==> src/sv/assert_macros.svh <==
// Assertion macros shared by the SHA-1 digest RTL.
// No dependencies; taken in by `include where checks are written.
`ifndef ASSERT_MACROS_SVH
`define ASSERT_MACROS_SVH

// Implication checked in the same cycle, masked while in reset.
`define SHA1MD_ASSERT(lbl, clk, rstn, cond, prop) \
    lbl: assert property (@(posedge clk) disable iff (!rstn) (cond) |-> (prop)) \
        else $error("sha1md check failed");

// Implication checked in the next cycle, masked while in reset.
`define SHA1MD_ASSERT_NEXT(lbl, clk, rstn, cond, prop) \
    lbl: assert property (@(posedge clk) disable iff (!rstn) (cond) |=> (prop)) \
        else $error("sha1md check failed");

`endif

==> src/sv/sha1md_pkg.sv <==
// Shared types and constants for the SHA-1 digest block.
// No dependencies; used by sha1md_sched_mem, sha1md_round and the top level.
`default_nettype none

package sha1md_pkg;

    localparam int LENGTH_COUNTER_BITS_DEF = 61;

    localparam int MEM_DEPTH  = 16;
    localparam int MEM_ADDR_W = $clog2(MEM_DEPTH);
    localparam int ROUNDS     = 80;
    localparam int ROUND_W    = 7;
    localparam int DIGEST_WORDS = 5;

    localparam logic [31:0] H0_INIT = 32'h67452301;
    localparam logic [31:0] H1_INIT = 32'hEFCDAB89;
    localparam logic [31:0] H2_INIT = 32'h98BADCFE;
    localparam logic [31:0] H3_INIT = 32'h10325476;
    localparam logic [31:0] H4_INIT = 32'hC3D2E1F0;

    localparam logic [31:0] K_00_19 = 32'h5A827999;
    localparam logic [31:0] K_20_39 = 32'h6ED9EBA1;
    localparam logic [31:0] K_40_59 = 32'h8F1BBCDC;
    localparam logic [31:0] K_60_79 = 32'hCA62C1D6;

    localparam logic [7:0] PAD_MARK = 8'h80;

    // working variables a..e
    typedef struct packed {
        logic [31:0] a;
        logic [31:0] b;
        logic [31:0] c;
        logic [31:0] d;
        logic [31:0] e;
    } vars_t;

    // one write and two read addresses per cycle
    typedef struct packed {
        logic                  we;
        logic [MEM_ADDR_W-1:0] waddr;
        logic [31:0]           wdata;
        logic [MEM_ADDR_W-1:0] raddr0;
        logic [MEM_ADDR_W-1:0] raddr1;
    } mem_req_t;

endpackage

`default_nettype wire

==> src/sv/sha1md_sched_mem.sv <==
// Block buffer and message schedule ring: 16 x 32 synchronous RAM.
// One write port, two registered read ports. Depends on sha1md_pkg.
`default_nettype none

module sha1md_sched_mem (
    input  wire logic                aclk,
    input  wire sha1md_pkg::mem_req_t req,
    output logic [31:0]              rdata0,
    output logic [31:0]              rdata1
);

    logic [31:0] mem [sha1md_pkg::MEM_DEPTH];

    always_ff @(posedge aclk) begin
        if (req.we) begin
            mem[req.waddr] <= req.wdata;
        end
        rdata0 <= mem[req.raddr0];
        rdata1 <= mem[req.raddr1];
    end

endmodule

`default_nettype wire

==> src/sv/sha1md_round.sv <==
// One SHA-1 round: selects f and K by round number, forms the new a..e.
// Depends on sha1md_pkg.
`default_nettype none

module sha1md_round (
    input  wire sha1md_pkg::vars_t           vars_in,
    input  wire logic [31:0]                 w_in,
    input  wire logic [sha1md_pkg::ROUND_W-1:0] rnd_in,
    output sha1md_pkg::vars_t                vars_out
);

    logic [31:0] f_val;
    logic [31:0] k_val;
    logic [31:0] a_rot;

    always_comb begin
        priority if (rnd_in < sha1md_pkg::ROUND_W'(20)) begin
            f_val = (vars_in.b & vars_in.c) | (~vars_in.b & vars_in.d);
            k_val = sha1md_pkg::K_00_19;
        end else if (rnd_in < sha1md_pkg::ROUND_W'(40)) begin
            f_val = vars_in.b ^ vars_in.c ^ vars_in.d;
            k_val = sha1md_pkg::K_20_39;
        end else if (rnd_in < sha1md_pkg::ROUND_W'(60)) begin
            f_val = (vars_in.b & vars_in.c) | (vars_in.b & vars_in.d)
                  | (vars_in.c & vars_in.d);
            k_val = sha1md_pkg::K_40_59;
        end else begin
            f_val = vars_in.b ^ vars_in.c ^ vars_in.d;
            k_val = sha1md_pkg::K_60_79;
        end
    end

    assign a_rot = {vars_in.a[26:0], vars_in.a[31:27]};

    always_comb begin
        vars_out.a = a_rot + f_val + vars_in.e + k_val + w_in;
        vars_out.b = vars_in.a;
        vars_out.c = {vars_in.b[1:0], vars_in.b[31:2]};
        vars_out.d = vars_in.c;
        vars_out.e = vars_in.d;
    end

endmodule

`default_nettype wire

==> src/sv/sha1md_top.sv <==
// SHA-1 message digest, one byte per input beat, digest as five word beats.
// Depends on sha1md_pkg, sha1md_sched_mem, sha1md_round, assert_macros.svh.
//
//  channel | dir | tdata              | tuser             | tlast
//  --------+-----+--------------------+-------------------+----------------
//  s_      | in  | [7:0] byte_value   | [0] byte_present  | end_of_message
//  m_      | out | [31:0] digest_word | [2:0] word_index  | last_word
//
// The 64th byte of a block starts a compression: 80 rounds, each spread over
// ST_RA and ST_RB since every round reads four schedule words through the two
// read ports of the block RAM, then a last ST_RA finishes the last round and
// ST_FOLD folds a..e into the chaining value. An end beat writes the padding
// words (after that compression if it carried the 64th byte), one RAM word
// per cycle (up to 16), then compresses once, or twice when the mark leaves
// fewer than 8 bytes for the length (a second padding pass of all 16 words
// comes before the second). s_tready is low for all of a compression, and
// from an end beat until the fifth digest beat is taken; m_ may stall freely.
// Synchronous active-low reset, no RAM clear.
`default_nettype none
`include "assert_macros.svh"

module sha1_message_digest_top #(
    parameter int LENGTH_COUNTER_BITS = sha1md_pkg::LENGTH_COUNTER_BITS_DEF
) (
    input  wire logic        aclk,
    input  wire logic        aresetn,
    // input beats
    input  wire logic        s_tvalid,
    output logic             s_tready,
    input  wire logic [7:0]  s_tdata,   // [7:0] byte_value
    input  wire logic        s_tuser,   // [0] byte_present
    input  wire logic        s_tlast,   // end_of_message
    // digest beats
    output logic             m_tvalid,
    input  wire logic        m_tready,
    output logic [31:0]      m_tdata,   // [31:0] digest_word
    output logic [2:0]       m_tuser,   // [2:0] word_index
    output logic             m_tlast    // last_word
);

    localparam int AW = sha1md_pkg::MEM_ADDR_W;
    localparam int RW = sha1md_pkg::ROUND_W;

    typedef enum logic [2:0] {
        ST_IDLE,
        ST_PAD,
        ST_RA,
        ST_RB,
        ST_FOLD,
        ST_OUT
    } state_t;

    // where to go once a compression has folded in
    typedef enum logic [1:0] {
        AFT_IDLE,
        AFT_PAD_NEW,
        AFT_PAD2,
        AFT_OUT
    } after_t;

    state_t                       state_reg;
    after_t                       after_reg;
    logic [LENGTH_COUNTER_BITS-1:0] cnt_reg;
    logic [23:0]                  acc_reg;
    logic [31:0]                  chain_reg [sha1md_pkg::DIGEST_WORDS];
    sha1md_pkg::vars_t            vars_reg;
    logic [RW-1:0]                rnd_reg;
    logic                         pend_reg;
    logic [31:0]                  x_reg;
    logic [5:0]                   pad_pos_reg;
    logic [AW-1:0]                pad_idx_reg;
    logic                         pad_second_reg;
    logic [2:0]                   oidx_reg;

    sha1md_pkg::mem_req_t         mem_req;
    logic [31:0]                  rd0;
    logic [31:0]                  rd1;
    sha1md_pkg::vars_t            vars_next;

    logic                         s_accept;
    logic [5:0]                   pos_in;
    logic [5:0]                   pos_after;
    logic [LENGTH_COUNTER_BITS-1:0] cnt_inc;
    logic [63:0]                  bit_len;
    logic [31:0]                  pad_head;
    logic [31:0]                  pad_word;
    logic                         len_here;
    logic [RW-1:0]                rnd_done;
    logic [31:0]                  w_sched;
    logic [31:0]                  w_mix;

    assign s_tready = (state_reg == ST_IDLE);
    assign s_accept = s_tvalid && s_tready;
    assign pos_in   = cnt_reg[5:0];
    assign cnt_inc  = cnt_reg + LENGTH_COUNTER_BITS'(1);
    assign pos_after = s_tuser ? cnt_inc[5:0] : cnt_reg[5:0];
    assign bit_len  = 64'(cnt_reg) << 3;

    // word holding the 0x80 mark: earlier lanes keep their bytes
    always_comb begin
        unique case (pad_pos_reg[1:0])
            2'd0: pad_head = {sha1md_pkg::PAD_MARK, 24'h0};
            2'd1: pad_head = {acc_reg[23:16], sha1md_pkg::PAD_MARK, 16'h0};
            2'd2: pad_head = {acc_reg[23:8], sha1md_pkg::PAD_MARK, 8'h0};
            default: pad_head = {acc_reg, sha1md_pkg::PAD_MARK};
        endcase
    end

    // length goes into this block unless the mark left under 8 bytes
    assign len_here = pad_second_reg || (pad_pos_reg < 6'd56);

    always_comb begin
        priority if (!pad_second_reg && pad_idx_reg == pad_pos_reg[5:2]) begin
            pad_word = pad_head;
        end else if (len_here && pad_idx_reg == AW'(14)) begin
            pad_word = bit_len[63:32];
        end else if (len_here && pad_idx_reg == AW'(15)) begin
            pad_word = bit_len[31:0];
        end else begin
            pad_word = 32'h0;
        end
    end

    // round completing in ST_RA is the one whose reads went out before
    assign rnd_done = rnd_reg - RW'(1);
    assign w_mix    = x_reg ^ rd0 ^ rd1;
    assign w_sched  = (rnd_done < RW'(sha1md_pkg::MEM_DEPTH)) ? rd1
                                                              : {w_mix[30:0], w_mix[31]};

    // RAM port: pair 1 is W[t-3], W[t-8]; pair 2 is W[t-14], W[t-16].
    // W[t] goes back to slot t while pair 1 of round t+1 is read; the slots
    // never coincide, and every word read was written at least a round ago.
    always_comb begin
        mem_req        = '0;
        mem_req.raddr0 = rnd_reg[AW-1:0] + AW'(sha1md_pkg::MEM_DEPTH - 3);
        mem_req.raddr1 = rnd_reg[AW-1:0] + AW'(sha1md_pkg::MEM_DEPTH - 8);
        unique case (state_reg)
            ST_IDLE: begin
                if (s_accept && s_tuser && pos_in[1:0] == 2'd3) begin
                    mem_req.we    = 1'b1;
                    mem_req.waddr = pos_in[5:2];
                    mem_req.wdata = {acc_reg, s_tdata};
                end
            end
            ST_PAD: begin
                mem_req.we    = 1'b1;
                mem_req.waddr = pad_idx_reg;
                mem_req.wdata = pad_word;
            end
            ST_RA: begin
                if (pend_reg) begin
                    mem_req.we    = 1'b1;
                    mem_req.waddr = rnd_done[AW-1:0];
                    mem_req.wdata = w_sched;
                end
            end
            ST_RB: begin
                mem_req.raddr0 = rnd_reg[AW-1:0] + AW'(sha1md_pkg::MEM_DEPTH - 14);
                mem_req.raddr1 = rnd_reg[AW-1:0];
            end
            default: begin
            end
        endcase
    end

    sha1md_sched_mem u_mem (
        .aclk   (aclk),
        .req    (mem_req),
        .rdata0 (rd0),
        .rdata1 (rd1)
    );

    sha1md_round u_round (
        .vars_in  (vars_reg),
        .w_in     (w_sched),
        .rnd_in   (rnd_done),
        .vars_out (vars_next)
    );

    always_ff @(posedge aclk) begin
        if (!aresetn) begin
            state_reg      <= ST_IDLE;
            after_reg      <= AFT_IDLE;
            cnt_reg        <= '0;
            chain_reg[0]   <= sha1md_pkg::H0_INIT;
            chain_reg[1]   <= sha1md_pkg::H1_INIT;
            chain_reg[2]   <= sha1md_pkg::H2_INIT;
            chain_reg[3]   <= sha1md_pkg::H3_INIT;
            chain_reg[4]   <= sha1md_pkg::H4_INIT;
            rnd_reg        <= '0;
            pend_reg       <= 1'b0;
            pad_pos_reg    <= '0;
            pad_idx_reg    <= '0;
            pad_second_reg <= 1'b0;
            oidx_reg       <= '0;
        end else begin
            unique case (state_reg)
                ST_IDLE: begin
                    if (s_accept) begin
                        if (s_tuser) begin
                            cnt_reg <= cnt_inc;
                            unique case (pos_in[1:0])
                                2'd0: acc_reg <= {s_tdata, 16'h0};
                                2'd1: acc_reg[15:8] <= s_tdata;
                                2'd2: acc_reg[7:0] <= s_tdata;
                                default: begin
                                end
                            endcase
                        end
                        if (s_tuser && pos_in == 6'd63) begin
                            vars_reg  <= {chain_reg[0], chain_reg[1], chain_reg[2],
                                          chain_reg[3], chain_reg[4]};
                            rnd_reg   <= '0;
                            pend_reg  <= 1'b0;
                            after_reg <= s_tlast ? AFT_PAD_NEW : AFT_IDLE;
                            state_reg <= ST_RA;
                        end else if (s_tlast) begin
                            pad_pos_reg    <= pos_after;
                            pad_idx_reg    <= pos_after[5:2];
                            pad_second_reg <= 1'b0;
                            state_reg      <= ST_PAD;
                        end
                    end
                end
                ST_PAD: begin
                    pad_idx_reg <= pad_idx_reg + AW'(1);
                    if (pad_idx_reg == AW'(sha1md_pkg::MEM_DEPTH - 1)) begin
                        vars_reg  <= {chain_reg[0], chain_reg[1], chain_reg[2],
                                      chain_reg[3], chain_reg[4]};
                        rnd_reg   <= '0;
                        pend_reg  <= 1'b0;
                        after_reg <= len_here ? AFT_OUT : AFT_PAD2;
                        state_reg <= ST_RA;
                    end
                end
                ST_RA: begin
                    if (pend_reg) begin
                        vars_reg <= vars_next;
                    end
                    if (rnd_reg == RW'(sha1md_pkg::ROUNDS)) begin
                        pend_reg  <= 1'b0;
                        state_reg <= ST_FOLD;
                    end else begin
                        state_reg <= ST_RB;
                    end
                end
                ST_RB: begin
                    x_reg     <= rd0 ^ rd1;
                    rnd_reg   <= rnd_reg + RW'(1);
                    pend_reg  <= 1'b1;
                    state_reg <= ST_RA;
                end
                ST_FOLD: begin
                    chain_reg[0] <= chain_reg[0] + vars_reg.a;
                    chain_reg[1] <= chain_reg[1] + vars_reg.b;
                    chain_reg[2] <= chain_reg[2] + vars_reg.c;
                    chain_reg[3] <= chain_reg[3] + vars_reg.d;
                    chain_reg[4] <= chain_reg[4] + vars_reg.e;
                    rnd_reg      <= '0;
                    unique case (after_reg)
                        AFT_IDLE: begin
                            state_reg <= ST_IDLE;
                        end
                        AFT_PAD_NEW: begin
                            // message ended on a block boundary
                            pad_pos_reg    <= '0;
                            pad_idx_reg    <= '0;
                            pad_second_reg <= 1'b0;
                            state_reg      <= ST_PAD;
                        end
                        AFT_PAD2: begin
                            pad_idx_reg    <= '0;
                            pad_second_reg <= 1'b1;
                            state_reg      <= ST_PAD;
                        end
                        default: begin
                            oidx_reg  <= '0;
                            state_reg <= ST_OUT;
                        end
                    endcase
                end
                default: begin
                    if (m_tready) begin
                        if (oidx_reg == 3'(sha1md_pkg::DIGEST_WORDS - 1)) begin
                            chain_reg[0] <= sha1md_pkg::H0_INIT;
                            chain_reg[1] <= sha1md_pkg::H1_INIT;
                            chain_reg[2] <= sha1md_pkg::H2_INIT;
                            chain_reg[3] <= sha1md_pkg::H3_INIT;
                            chain_reg[4] <= sha1md_pkg::H4_INIT;
                            cnt_reg      <= '0;
                            oidx_reg     <= '0;
                            state_reg    <= ST_IDLE;
                        end else begin
                            oidx_reg <= oidx_reg + 3'd1;
                        end
                    end
                end
            endcase
        end
    end

    assign m_tvalid = (state_reg == ST_OUT);
    assign m_tdata  = chain_reg[oidx_reg];
    assign m_tuser  = oidx_reg;
    assign m_tlast  = (oidx_reg == 3'(sha1md_pkg::DIGEST_WORDS - 1));

    // no input beat while the digest is being sent
    `SHA1MD_ASSERT(a_no_in_during_out, aclk, aresetn, m_tvalid, !s_tready)
    // schedule write never hits a slot being read in the same round cycle
    `SHA1MD_ASSERT(a_sched_no_clash, aclk, aresetn,
        state_reg == ST_RA && pend_reg && rnd_reg != RW'(sha1md_pkg::ROUNDS),
        mem_req.waddr != mem_req.raddr0 && mem_req.waddr != mem_req.raddr1)
    // after the last digest beat the block is back in its reset state
    `SHA1MD_ASSERT_NEXT(a_restart, aclk, aresetn, m_tvalid && m_tready && m_tlast,
        s_tready && cnt_reg == '0 && chain_reg[0] == sha1md_pkg::H0_INIT)
    // digest words are numbered 0 to 4 only
    `SHA1MD_ASSERT(a_word_index, aclk, aresetn, m_tvalid,
        m_tuser <= 3'(sha1md_pkg::DIGEST_WORDS - 1))

endmodule

`default_nettype wire

==> config.mk <==
export PLATFORM = sky130hd
export DESIGN_NAME = sha1_message_digest_top
export DESIGN_NICKNAME = d
export VERILOG_FILES = /design/src/sv/sha1md_pkg.sv /design/src/sv/sha1md_sched_mem.sv /design/src/sv/sha1md_round.sv /design/src/sv/sha1md_top.sv
export VERILOG_INCLUDE_DIRS = /design/src /design/src/sv
export SDC_FILE = /design/constraint.sdc
export NUM_CORES = 2
export LEC_CHECK = 0
export BUFFER_PORTS_ARGS = -buffer_cell sky130_fd_sc_hd__buf_2
export CAP_MARGIN = 25
export CORE_MARGIN = 4
export CORE_UTILIZATION = 50
export CTS_BUF_LIST = sky130_fd_sc_hd__clkbuf_2
export CTS_CLUSTER_DIAMETER = 40
export DETAILED_ROUTE_END_ITERATION = 12
export GPL_TIMING_DRIVEN = 1
export HOLD_SLACK_MARGIN = 0.08
export PLACE_DENSITY = 0.68
export SLEW_MARGIN = 20
export SYNTH_ARGS = -nofsm -noshare
export SYNTH_HDL_FRONTEND = slang
export SYNTH_SLANG_ARGS = --single-unit
==> constraint.sdc <==
create_clock -name aclk -period 13 [get_ports aclk]
set_input_delay 0 -clock aclk [delete_from_list [all_inputs] [get_ports aclk]]
set_output_delay 0 -clock aclk [all_outputs]
set_load 0.02 [all_outputs]
==> metrics.yaml <==
status: "complete, no violations"
route.detailed.drc: 0
synth_top_area_frac: 0.453
finalHoldViolCount: 0
use_met3: 0.0532
clock_latency_ps: 1680
syn-cell-area_sq_um: 58800
postRouteAntennaNets: 0
fin_skew_ps: 166
synth_top_flop_cell: "edfxtp_1"
htreeDepth: 5
die_area_sq_um: 123000
areaGrowthSynthToFinish_pct: 8.95
grt_pass1_vias: 40500
first_iter_violations: 4058
cts_buffer_depth: 4
dp_hpwl_mm: 110
rows: 125
endpoint_kind: "register"
top_usage_layer: "met2"
initial_utilization: 0.505
synth_seq_area_share: 0.506
min_period_over_period: 0.634
largest_reg_flops: 512
grt_max_degree: 161
syn_nets: 5009
viasPerCell: 6.21
antenna_found_initial: 3
rsz0062_at_grt: "no"
synthCells: 4658
setup_viol: 0
wl_mm: 168
path_clk_slew_ps: 110
worstSetupPathType: "register to register"
ir_drop_mv: 0.110
io_buffer_count: 51
yosys_warnings: 0
cts_resized: 0
grt_pass1_wl_mm: 251
vias: 41300
nets: 5268
start_kind: "register"
tightest_slew_ps: 1140
synth_area_per_cell_sq_um: 12.6
critical_path.max_fanout: 40
grt_overflow: 0
core_area_sq_um: 117000
cts_hold_buf: 50
wl_per_cell_microns: 25.3
worstPathArrival_ps: 9490
postCtsSetupBuffers: 0
grt_usage: 0.273
synth_edf_count: 888
synth_common_cells: "edfxtp_1 (888), nand2_1 (621), mux4_2 (320)"
yosys.cell_types.count: 93
period_needed_ps: 8240
use_met2: 0.441
hold_class: "input port to register"
dieHeight_microns: 351
boundaryPins: 52
place_congestion: 0.912
synth_top_area_cell: "edfxtp_1"
fp.dieW_microns: 351
ys_ff_latch: 1043
synth.most_common_cell: "edfxtp_1"
drt-pass1-iter-count: 6
synth_async_sr_flop_share: 0
clock-sinks: 1043
finalPower_uw: 9560
drv_slew: 0
relSlewSlack: 0.238
cts_tree: "yes"
ys_top_cells_by_area: "edfxtp_1 (45%), mux4_2 (12%), dfxtp_1 (5.3%)"
setup_tns_ps: 0
required_ps: 14250
p_per_area_nw_per_um2: 149
numCtsBuffers: 287
clock-root-buffer: "clkbuf_2"
max_cap_viol_count: 0
p_leak_uw: 0.0228
timing.fmax_mhz: 121
drive_above_1_share: 0.202
gr-usage-met1: 0.359
-- kinds of logic after synthesis --
family | count (synthesis) | share of synthesized area
xor+xnor | 261 | 0.0389
fa+ha+maj | 337 | 0.0866
compound gates | 848 | 0.0937
simple gates | 1328 | 0.103
mux | 449 | 0.146
flops | 1043 | 0.506
buf+inv | 392 | 0.0262
-- area by class of cell --
class                      instances  area (sq um)
fill                            9763         52400
sequential                      1043         29800
multi-input combinational       3223         27800
clock buffer                     426          2130
tap                             1524          1910
timing repair buffer             183          1430
inverter                         179           673
clock inverter                    62           377
antenna                            7          17.5
-- power breakdown --
group	switching (uW)	internal, uW
clock	1390	965
combinational	1910	1310
sequential	160	3830
-- stage by stage --
stage	area [sq um]	util	hold slack, ps	setup WS [ps]	std cells
final	64100	0.550	320	4760	6647
after global routing	64100	0.550	187	4180	6647
after CTS	64000	0.549	110	4730	6636
after detailed placement	61000	0.523	266	4880	6098
after global placement	61000	0.523	262	5080	6096
after floorplan	58800	-	98.9	4590	4658
-- worst paths after layout --
check,slack (ps),from,cells after the start,end
setup / recovery,4760,rnd_reg[2]$_SDFFE_PN0P_,23,vars_reg[159]$_DFFE_PP_
hold / removal,320,s_tdata[7],4,acc_reg[23]$_DFFE_PP_
setup reg to reg,4760,rnd_reg[2]$_SDFFE_PN0P_,23,vars_reg[159]$_DFFE_PP_
hold reg to reg,510,cnt_reg[40]$_SDFFE_PN0P_,2,cnt_reg[40]$_SDFFE_PN0P_
-- critical path, cell delays in order (launching register included) --
cell and delay [ps]:
dfxtp_4 990, inv_1 240, ha_1 260, a21boi_1 250, xnor2_1 180, nor3_1 290
or4b_1 160, buf_4 240, inv_2 310, nor2_4 700, inv_2 340, xor2_1 240
fa_1 510, fa_1 410, ha_1 350, nor2b_1 160, o31a_1 300, o221ai_1 250
o211ai_1 240, a211o_1 440, a311oi_1 440, o21ai_0 180, xnor2_1 190, o21ai_1 80
-- per-layer routing --
layer	part of all wire	wire [microns]
met4	0.043	7310
met3	0.082	13700
met2	0.48	80500
met1	0.40	66600
met5	0	0
-- cells in the final DEF (no fill, tap or decap), types with 70 or more instances in the layout --
cell / count
dfxtp_1: 149
inv_1: 175
nand3_1: 95
xor2_1: 157
edfxtp_1: 888
fa_1: 117
clkbuf_2: 426
mux2i_1: 70
ha_1: 219
buf_4: 74
mux4_2: 320
nand2_1: 620
a21o_1: 99
o21ai_0: 178
nor2_1: 253
a21oi_1: 222
xnor2_1: 102
(Power assumes the default switching activity.)
